File: src/vas_pkg.sv
// vas_pkg: shared types and constants of the voice allocator
// depends on nothing; used by voice_allocator_oldest_steal_top and vas_age_unit by scoped names
`default_nettype none

package vas_pkg;

    // field widths of the stream words
    localparam int ACTION_W    = 2;
    localparam int NOTE_W      = 7;
    localparam int VIN_W       = 6;
    localparam int VOICE_OUT_W = 6;
    localparam int STAMP_W     = 32;
    localparam int IN_TDATA_W  = 16;
    localparam int OUT_TDATA_W = 8;

    // action codes
    localparam logic [ACTION_W-1:0] ACT_NOTE_ON  = 2'd0;
    localparam logic [ACTION_W-1:0] ACT_NOTE_OFF = 2'd1;
    localparam logic [ACTION_W-1:0] ACT_FINISHED = 2'd2;

    // result of the shared age / note compare unit
    typedef struct packed {
        logic               better;
        logic               note_match;
        logic [STAMP_W-1:0] age;
    } t_cmp_res;

endpackage

`default_nettype wire

File: src/voice_allocator_oldest_steal_top.sv
// voice_allocator_oldest_steal_top: polyphonic voice allocator, oldest-note stealing
// depends on vas_pkg, vas_ram, vas_age_unit
`default_nettype none

// A note-on takes the lowest free voice and, when one is free, goes from
// idle straight to the write state. When every voice is busy, and for
// every note-off, a sequencer walks the voice table one entry per cycle
// through a single read port of the note/stamp ram and one shared age/note
// compare unit. After the scan a state picks the result and, for a stolen
// note-on, the write state writes the table and gives the result.
// A voice-finished word or an unused action code has its result registered
// on acceptance. Only one word is in work at a time: o_s_tready is high
// while the sequencer is idle and no result waits on the output. Exactly one
// result word comes out per input word. Stealing prefers the oldest releasing
// voice, then the oldest active one; the lowest index wins ties, and age is
// the 32-bit note-on counter minus the stamp, modulo 2^32.

module voice_allocator_oldest_steal_top #(
    parameter int VOICES = 16
) (
    input  wire logic                               i_clk,
    input  wire logic                               i_rst_n,
    // input word, tdata from bit 0: action[1:0], note[8:2], voice_in[14:9], zero
    input  wire logic                               i_s_tvalid,
    output logic                                    o_s_tready,
    input  wire logic [vas_pkg::IN_TDATA_W-1:0]     i_s_tdata,
    // result word, tdata from bit 0: voice[5:0], found[6], stolen[7]
    output logic                                    o_m_tvalid,
    input  wire logic                               i_m_tready,
    output logic      [vas_pkg::OUT_TDATA_W-1:0]    o_m_tdata
);

    localparam int VW    = $clog2(VOICES);
    localparam int CW    = $clog2(VOICES + 1);
    localparam int RAM_W = vas_pkg::NOTE_W + vas_pkg::STAMP_W;

    // sequencer states
    localparam logic [1:0] S_IDLE  = 2'd0;
    localparam logic [1:0] S_SCAN  = 2'd1;
    localparam logic [1:0] S_FIN   = 2'd2;
    localparam logic [1:0] S_WRITE = 2'd3;

    logic [1:0] r_state, n_state;

    // input word fields
    logic [vas_pkg::ACTION_W-1:0] in_action;
    logic [vas_pkg::NOTE_W-1:0]   in_note;
    logic [vas_pkg::VIN_W-1:0]    in_vin;
    logic                         s_fire;

    assign in_action = i_s_tdata[1:0];
    assign in_note   = i_s_tdata[8:2];
    assign in_vin    = i_s_tdata[14:9];
    assign s_fire    = i_s_tvalid && o_s_tready;

    // voice table flags and note-on counter
    logic [VOICES-1:0]           r_active;
    logic [VOICES-1:0]           r_releasing;
    logic [vas_pkg::STAMP_W-1:0] r_counter;

    // word in work
    logic [vas_pkg::ACTION_W-1:0] r_action;
    logic [vas_pkg::NOTE_W-1:0]   r_note;
    logic [VW-1:0]                r_voice;
    logic                         r_stolen;

    // scan bookkeeping
    logic [CW-1:0]               r_cnt;
    logic                        r_pv;
    logic [VW-1:0]               r_pidx;
    logic                        r_rel_ok, r_act_ok, r_hit;
    logic [vas_pkg::STAMP_W-1:0] r_rel_age, r_act_age;
    logic [VW-1:0]               r_rel_idx, r_act_idx, r_hit_idx;

    // output register
    logic                           r_m_tvalid;
    logic [vas_pkg::OUT_TDATA_W-1:0] r_m_tdata;

    assign o_m_tvalid = r_m_tvalid;
    assign o_m_tdata  = r_m_tdata;
    assign o_s_tready = (r_state == S_IDLE) && !r_m_tvalid;

    // lowest free voice
    logic          any_free;
    logic [VW-1:0] free_idx;

    always_comb begin
        any_free = 1'b0;
        free_idx = '0;
        for (int i = VOICES - 1; i >= 0; i--) begin
            if (!r_active[i]) begin
                any_free = 1'b1;
                free_idx = VW'(i);
            end
        end
    end

    // voice_in range check, widened so 64 voices still compares right
    logic vin_ok;
    assign vin_ok = ({1'b0, in_vin} < 7'(VOICES));

    // note/stamp ram: written on note-on, read by the scan
    logic             ram_we;
    logic [RAM_W-1:0] ram_rdata;
    logic [VW-1:0]    ram_raddr;

    assign ram_we    = (r_state == S_WRITE);
    assign ram_raddr = r_cnt[VW-1:0];

    vas_ram #(
        .WIDTH (RAM_W),
        .DEPTH (VOICES)
    ) u_ram (
        .i_clk   (i_clk),
        .i_we    (ram_we),
        .i_waddr (r_voice),
        .i_wdata ({r_note, r_counter}),
        .i_raddr (ram_raddr),
        .o_rdata (ram_rdata)
    );

    // shared compare unit, best age taken from the class of the scanned voice
    logic              p_rel;
    vas_pkg::t_cmp_res cmp;

    assign p_rel = r_releasing[r_pidx];

    vas_age_unit u_age (
        .i_counter    (r_counter),
        .i_stamp      (ram_rdata[vas_pkg::STAMP_W-1:0]),
        .i_best_age   (p_rel ? r_rel_age : r_act_age),
        .i_best_ok    (p_rel ? r_rel_ok : r_act_ok),
        .i_note       (r_note),
        .i_entry_note (ram_rdata[RAM_W-1:vas_pkg::STAMP_W]),
        .o_res        (cmp)
    );

    // next state
    always_comb begin
        n_state = r_state;
        case (r_state)
            S_IDLE: begin
                if (s_fire) begin
                    if (in_action == vas_pkg::ACT_NOTE_ON) begin
                        n_state = any_free ? S_WRITE : S_SCAN;
                    end else if (in_action == vas_pkg::ACT_NOTE_OFF) begin
                        n_state = S_SCAN;
                    end
                end
            end
            S_SCAN: begin
                if (r_cnt == CW'(VOICES)) begin
                    n_state = S_FIN;
                end
            end
            S_FIN: begin
                n_state = (r_action == vas_pkg::ACT_NOTE_ON) ? S_WRITE : S_IDLE;
            end
            S_WRITE: begin
                n_state = S_IDLE;
            end
            default: begin
                n_state = S_IDLE;
            end
        endcase
    end

    // control state
    always_ff @(posedge i_clk) begin
        if (!i_rst_n) begin
            r_state     <= S_IDLE;
            r_active    <= '0;
            r_releasing <= '0;
            r_counter   <= '0;
            r_m_tvalid  <= 1'b0;
            r_cnt       <= '0;
            r_pv        <= 1'b0;
        end else begin
            r_state <= n_state;
            if (r_m_tvalid && i_m_tready) begin
                r_m_tvalid <= 1'b0;
            end
            case (r_state)
                S_IDLE: begin
                    r_cnt <= '0;
                    r_pv  <= 1'b0;
                    if (s_fire) begin
                        if (in_action == vas_pkg::ACT_FINISHED) begin
                            if (vin_ok) begin
                                r_active[in_vin[VW-1:0]]    <= 1'b0;
                                r_releasing[in_vin[VW-1:0]] <= 1'b0;
                            end
                            r_m_tvalid <= 1'b1;
                        end else if (in_action != vas_pkg::ACT_NOTE_ON &&
                                     in_action != vas_pkg::ACT_NOTE_OFF) begin
                            r_m_tvalid <= 1'b1;
                        end
                    end
                end
                S_SCAN: begin
                    // issue the next read while the previous entry is compared
                    if (r_cnt != CW'(VOICES)) begin
                        r_cnt <= r_cnt + CW'(1);
                        r_pv  <= 1'b1;
                    end else begin
                        r_pv <= 1'b0;
                    end
                end
                S_FIN: begin
                    if (r_action == vas_pkg::ACT_NOTE_OFF) begin
                        if (r_hit) begin
                            r_releasing[r_hit_idx] <= 1'b1;
                        end
                        r_m_tvalid <= 1'b1;
                    end
                end
                S_WRITE: begin
                    r_active[r_voice]    <= 1'b1;
                    r_releasing[r_voice] <= 1'b0;
                    r_counter            <= r_counter + 32'd1;
                    r_m_tvalid           <= 1'b1;
                end
                default: begin
                    r_pv <= 1'b0;
                end
            endcase
        end
    end

    // payload and scan trackers
    always_ff @(posedge i_clk) begin
        case (r_state)
            S_IDLE: begin
                r_rel_ok <= 1'b0;
                r_act_ok <= 1'b0;
                r_hit    <= 1'b0;
                if (s_fire) begin
                    r_action <= in_action;
                    r_note   <= in_note;
                    r_voice  <= free_idx;
                    r_stolen <= 1'b0;
                    // finished voice or unused code: result straight out
                    if (in_action == vas_pkg::ACT_FINISHED && vin_ok) begin
                        r_m_tdata <= {1'b0, 1'b1, in_vin};
                    end else begin
                        r_m_tdata <= '0;
                    end
                end
            end
            S_SCAN: begin
                r_pidx <= r_cnt[VW-1:0];
                if (r_pv) begin
                    if (r_action == vas_pkg::ACT_NOTE_ON) begin
                        // every voice is active here, so all stamps are written
                        if (cmp.better) begin
                            if (p_rel) begin
                                r_rel_ok  <= 1'b1;
                                r_rel_age <= cmp.age;
                                r_rel_idx <= r_pidx;
                            end else begin
                                r_act_ok  <= 1'b1;
                                r_act_age <= cmp.age;
                                r_act_idx <= r_pidx;
                            end
                        end
                    end else if (!r_hit && r_active[r_pidx] && cmp.note_match) begin
                        r_hit     <= 1'b1;
                        r_hit_idx <= r_pidx;
                    end
                end
            end
            S_FIN: begin
                if (r_action == vas_pkg::ACT_NOTE_ON) begin
                    r_voice  <= r_rel_ok ? r_rel_idx : r_act_idx;
                    r_stolen <= 1'b1;
                end else if (r_hit) begin
                    r_m_tdata <= {1'b0, 1'b1, vas_pkg::VOICE_OUT_W'(r_hit_idx)};
                end else begin
                    r_m_tdata <= '0;
                end
            end
            S_WRITE: begin
                r_m_tdata <= {r_stolen, 1'b1, vas_pkg::VOICE_OUT_W'(r_voice)};
            end
            default: begin
                r_hit <= 1'b0;
            end
        endcase
    end

endmodule

`default_nettype wire

File: src/vas_ram.sv
// vas_ram: generic single-write, single-read ram with registered read data
// depends on nothing
`default_nettype none

module vas_ram #(
    parameter int WIDTH = 39,
    parameter int DEPTH = 16
) (
    input  wire logic                     i_clk,
    input  wire logic                     i_we,
    input  wire logic [$clog2(DEPTH)-1:0] i_waddr,
    input  wire logic [WIDTH-1:0]         i_wdata,
    input  wire logic [$clog2(DEPTH)-1:0] i_raddr,
    output logic      [WIDTH-1:0]         o_rdata
);

    logic [WIDTH-1:0] r_mem [DEPTH];

    always_ff @(posedge i_clk) begin
        if (i_we) begin
            r_mem[i_waddr] <= i_wdata;
        end
        o_rdata <= r_mem[i_raddr];
    end

endmodule

`default_nettype wire

File: src/vas_age_unit.sv
// vas_age_unit: shared compare unit used once per scanned voice
// computes wrapped age, compares against the running best, matches the note
// depends on vas_pkg
`default_nettype none

module vas_age_unit (
    input  wire logic [vas_pkg::STAMP_W-1:0] i_counter,
    input  wire logic [vas_pkg::STAMP_W-1:0] i_stamp,
    input  wire logic [vas_pkg::STAMP_W-1:0] i_best_age,
    input  wire logic                        i_best_ok,
    input  wire logic [vas_pkg::NOTE_W-1:0]  i_note,
    input  wire logic [vas_pkg::NOTE_W-1:0]  i_entry_note,
    output vas_pkg::t_cmp_res                o_res
);

    logic [vas_pkg::STAMP_W-1:0] age;

    // age wraps modulo 2^32 with the counter
    assign age              = i_counter - i_stamp;
    assign o_res.age        = age;
    assign o_res.better     = !i_best_ok || (age > i_best_age);
    assign o_res.note_match = (i_note == i_entry_note);

endmodule

`default_nettype wire

File: config.mk
export PLATFORM = sky130hd
export DESIGN_NAME = voice_allocator_oldest_steal_top
export DESIGN_NICKNAME = d
export VERILOG_FILES = /design/src/vas_pkg.sv /design/src/voice_allocator_oldest_steal_top.sv /design/src/vas_ram.sv /design/src/vas_age_unit.sv
export SDC_FILE = /design/constraint.sdc
export NUM_CORES = 1
export LEC_CHECK = 0
export BUFFER_PORTS_ARGS = -buffer_cell sky130_fd_sc_hd__buf_2
export CORE_MARGIN = 1.5
export CORE_UTILIZATION = 65
export CTS_CLUSTER_DIAMETER = 200
export CTS_CLUSTER_SIZE = 20
export DETAILED_ROUTE_END_ITERATION = 12
export GPL_TIMING_DRIVEN = 1
export PLACE_DENSITY_LB_ADDON = 0.08
export SYNTH_ARGS = -nofsm -noshare
export SYNTH_HDL_FRONTEND = slang
export SYNTH_HIERARCHICAL = 1
export SYNTH_SLANG_ARGS = --single-unit
File: constraint.sdc
create_clock -name i_clk -period 10 [get_ports i_clk]
set_input_delay 1 -clock i_clk [delete_from_list [all_inputs] [get_ports i_clk]]
set_output_delay 1 -clock i_clk [all_outputs]
set_load 0.02 [all_outputs]
==> results.cfg <==
[sta]
tns_ns = 0
slew_headroom_pct = 24.4
rsz0062_at_grt = no
fin_skew_ns = 0.0313
slew_violations = 0
tightestPinTransition_ns = 1.13
min_period_over_period_pct = 60.1
hold_viol_final = 0
period_minus_slack_ns = 6.01
max_freq_ghz = 0.166
whs_ns = 0.489
setup_viol = 0

[logic_synthesis]
synth.avg_cell_area_um2 = 16.5
synth.distinct_cells = 85
yosysTopAreaCell = edfxtp_1
yosys-top-cells-area = edfxtp_1, mux4_2, dfxtp_1
netlist_instances = 2111
netlist_area_um2 = 34900
synth.cells.most_frequent = edfxtp_1, mux4_2, nand2_1, dfxtp_1, nor2_1
synthSimpleGateAreaFrac_pct = 5.85
synth_top_family_by_area = multiplexers
synth_edf_count = 729
synth_top_cell_area_share_pct = 62.7
yosysMostFrequentCell = edfxtp_1
muxShareOfSynthArea_pct = 11.7
synth_compound_area_share_pct = 6.86
ys_async_sr_fraction_pct = 0
synthAdderAreaFrac_pct = 2.57
synthFlopType = edfxtp_1
yosysSeqAreaShare_pct = 69.2
yosys_register_bits = 841
synth-xor-area-share_pct = 1.53
yosysWarnings = 6

[setup_path]
cpPeakStageDelay_ns = 0.86
crit_family = simple AND/OR/NAND/NOR gates
critPathSlowestCell = nor2_4
crit_fanout = 36
cp.required_ns = 10.25
crit_arrival_ns = 6.26
cp_num_buf_inv = 0
crit_chain = ha_1 -> a21oi_2 -> o21ai_1 -> nor2_1 -> nand2_1 -> o2111ai_1 -> nor4bb_1 -> ha_1 -> nand4_1 -> nor4_1 -> o41ai_1 -> a21boi_0 -> and3_1 -> nand2_1 -> nor2_4
endpoint_kind = flop
cp-start-kind = flop
crit_type = flop to flop

[status]
run_status = complete, but fails checks
violations = design-rule violations

[floorplan]
dieArea_um2 = 55100
rows = 84
die_y_um = 235
die_x_um = 235
start_util_pct = 66.1
pin_count = 30
coreArea_um2 = 52800

[power_and_ir_drop]
seqPwrFrac_pct = 57.0
p_int_mw = 5.31
pwr-share-comb_pct = 14.6
clkPwrFrac_pct = 28.3
peakVddDrop_v = 0.000195
swShare_pct = 25.7
p_leak_nw = 12.3
p_total_mw = 7.15
powerDensity_nw_per_um2 = 192
p_sw_mw = 1.83

[run]
maxCapViolations = 0

[global_route]
grt_overflow = 0
track_usage_pct = 28.0
grt_max_degree = 93
grtUsageMet2_pct = 44.6
grt.met3_usage_pct = 3.57
grt_pass1_wl_um = 115000
antenna_found_initial = 0
grt_pass1_vias = 18855
grt_use_met1_pct = 41.2
grt-busiest-layer = met2

[cts]
cts-resized-gates = 0
cts_tree = done
clkLatencyLatePin_ns = 0.63
post_cts_buffers = 0
clkTransAtPathRegs_ns = 0.09
htreeDepth = 2
cts_made_buffers = 48
cts_sinks = 841
hold_buffers = 0
cts_root_buf = clkbuf_16
cts.path.max_buffers = 3

[drt]
via_count = 19144
drt-total-wl_um = 76600
wire_per_inst_um = 26.8
viasPerCell = 6.70
drc = 5
drtIter0Drc = 1947
ant_nets = 0
drt_pass1_iterations = 9

[finish]
syn_to_final_growth_pct = 6.76
multi_input_comb_area_um2 = 10100
num-fill-cells = 3337
num_antenna_cells = 0
drive_gt1_share_pct = 16.8
fin_nets = 2223
final-seq-area_um2 = 24100

[placed_design]
gp_congestion = 0.896
hpwl_um = 43000
portBuffers = 28

[min_path]
hold_class = flop to flop
[routing by layer]
metal | vias up | share of wire (%) | routed length (um)
met2 | 787 | 48 | 36500
li1 | 8367 | - | -
met3 | 151 | 7.4 | 5650
met5 | - | 0 | 0
met4 | 0 | 2.8 | 2170
met1 | 9839 | 42 | 32300
[sequential cells by signal, summed over array words and instances, names as in the netlist, 2 cells and up]
signal and flops:
r_state 2, u_ram/r_mem 624, r_act_idx 4, r_hit_idx 4, r_cnt 5, r_rel_age 32, u_ram/o_rdata 39, r_pidx 4
r_counter 32, r_action 2, r_act_age 32, r_rel_idx 4, o_m_tdata 8, r_note 7, r_releasing 16, r_voice 4
r_active 16
[power groups by stage]
| stage | Combinational, mW | Sequential (mW) | Clock, mW |
|---|---|---|---|
| 6_report | 1.05 | 4.08 | 2.02 |
| 5_1_grt | 1.14 | 4.09 | 2.18 |
| 4_1_cts | 1.05 | 4.08 | 2.05 |
| 3_5_place_dp | 1.04 | 4.16 | 0 |
| 3_3_place_gp | 1.02 | 4.15 | 0 |
| 2_1_floorplan | 0.821 | 4.10 | 0 |
[layout by cell type (no fill, tap or decap), types with 34 or more instances in the layout]
| cell type | netlist | layout |
|---|---|---|
| o21ai_0 | 41 | 41 |
| clkbuf_1 | 43 | 37 |
| nor2_1 | 92 | 78 |
| dfxtp_1 | 112 | 110 |
| xnor2_1 | 38 | 38 |
| inv_1 | 90 | 90 |
| a21oi_1 | 72 | 72 |
| mux4_2 | 159 | 159 |
| clkbuf_16 | 0 | 48 |
| edfxtp_1 | 729 | 729 |
| nand2_1 | 123 | 123 |
| a22oi_1 | 79 | 79 |
| ha_1 | 70 | 70 |
| mux2_2 | 34 | 34 |
[logic make-up (layout without fill, tap and decap cells)]
group	count (synthesis)	after routing
DFF	841	841
and+or+nand+nor	411	411
AOI/OAI and AO/OA	340	340
muxes	206	206
buffers and inverters	180	239
adders and majority gates	71	71
xor gates and xnor gates	61	61
other	1	2
[worst reg2reg max path: stages (launching register included)]
cell       delay [ns]
dfxtp_1          0.81
ha_1             0.44
a21oi_2          0.32
o21ai_1          0.20
nor2_1           0.17
nand2_1          0.09
o2111ai_1        0.18
nor4bb_1         0.73
ha_1             0.26
nand4_1          0.21
nor4_1           0.53
o41ai_1          0.17
a21boi_0         0.29
and3_1           0.24
nand2_1          0.11
nor2_4           0.86
[stage by stage]
step / std cells / setup WS, ns / cell area (um^2) / utilization [%]
finish: 2859 / 3.99 / 37300 / 70.6
global route: 2859 / 3.61 / 37300 / 70.6
CTS: 2859 / 4.01 / 37300 / 70.6
detailed placement: 2770 / 4.03 / 35800 / 67.9
global placement: 2770 / 4.18 / 35800 / 67.9
floorplan: 2112 / 4.50 / 34900 / -
[final cells by class]
type / instances / area share [%]
Clock buffer: 85 / 3.60
Sequential cell: 841 / 64.8
Tap cell: 688 / 2.31
Timing Repair Buffer: 59 / 1.03
Clock inverter: 4 / 0.175
Multi-Input combinational cell: 1091 / 27.2
Inverter: 91 / 0.917
[final timing paths]
check	start	endpoint	slack, ns	cells after the start
max	r_counter[14]	r_act_age[10]	3.99	15
min	r_counter[2]	u_ram/r_mem[12][2]	0.49	0
min reg2reg	r_counter[2]	u_ram/r_mem[12][2]	0.49	0
max reg2reg	r_counter[14]	r_act_age[10]	3.99	15
(Power assumes the default switching activity.)
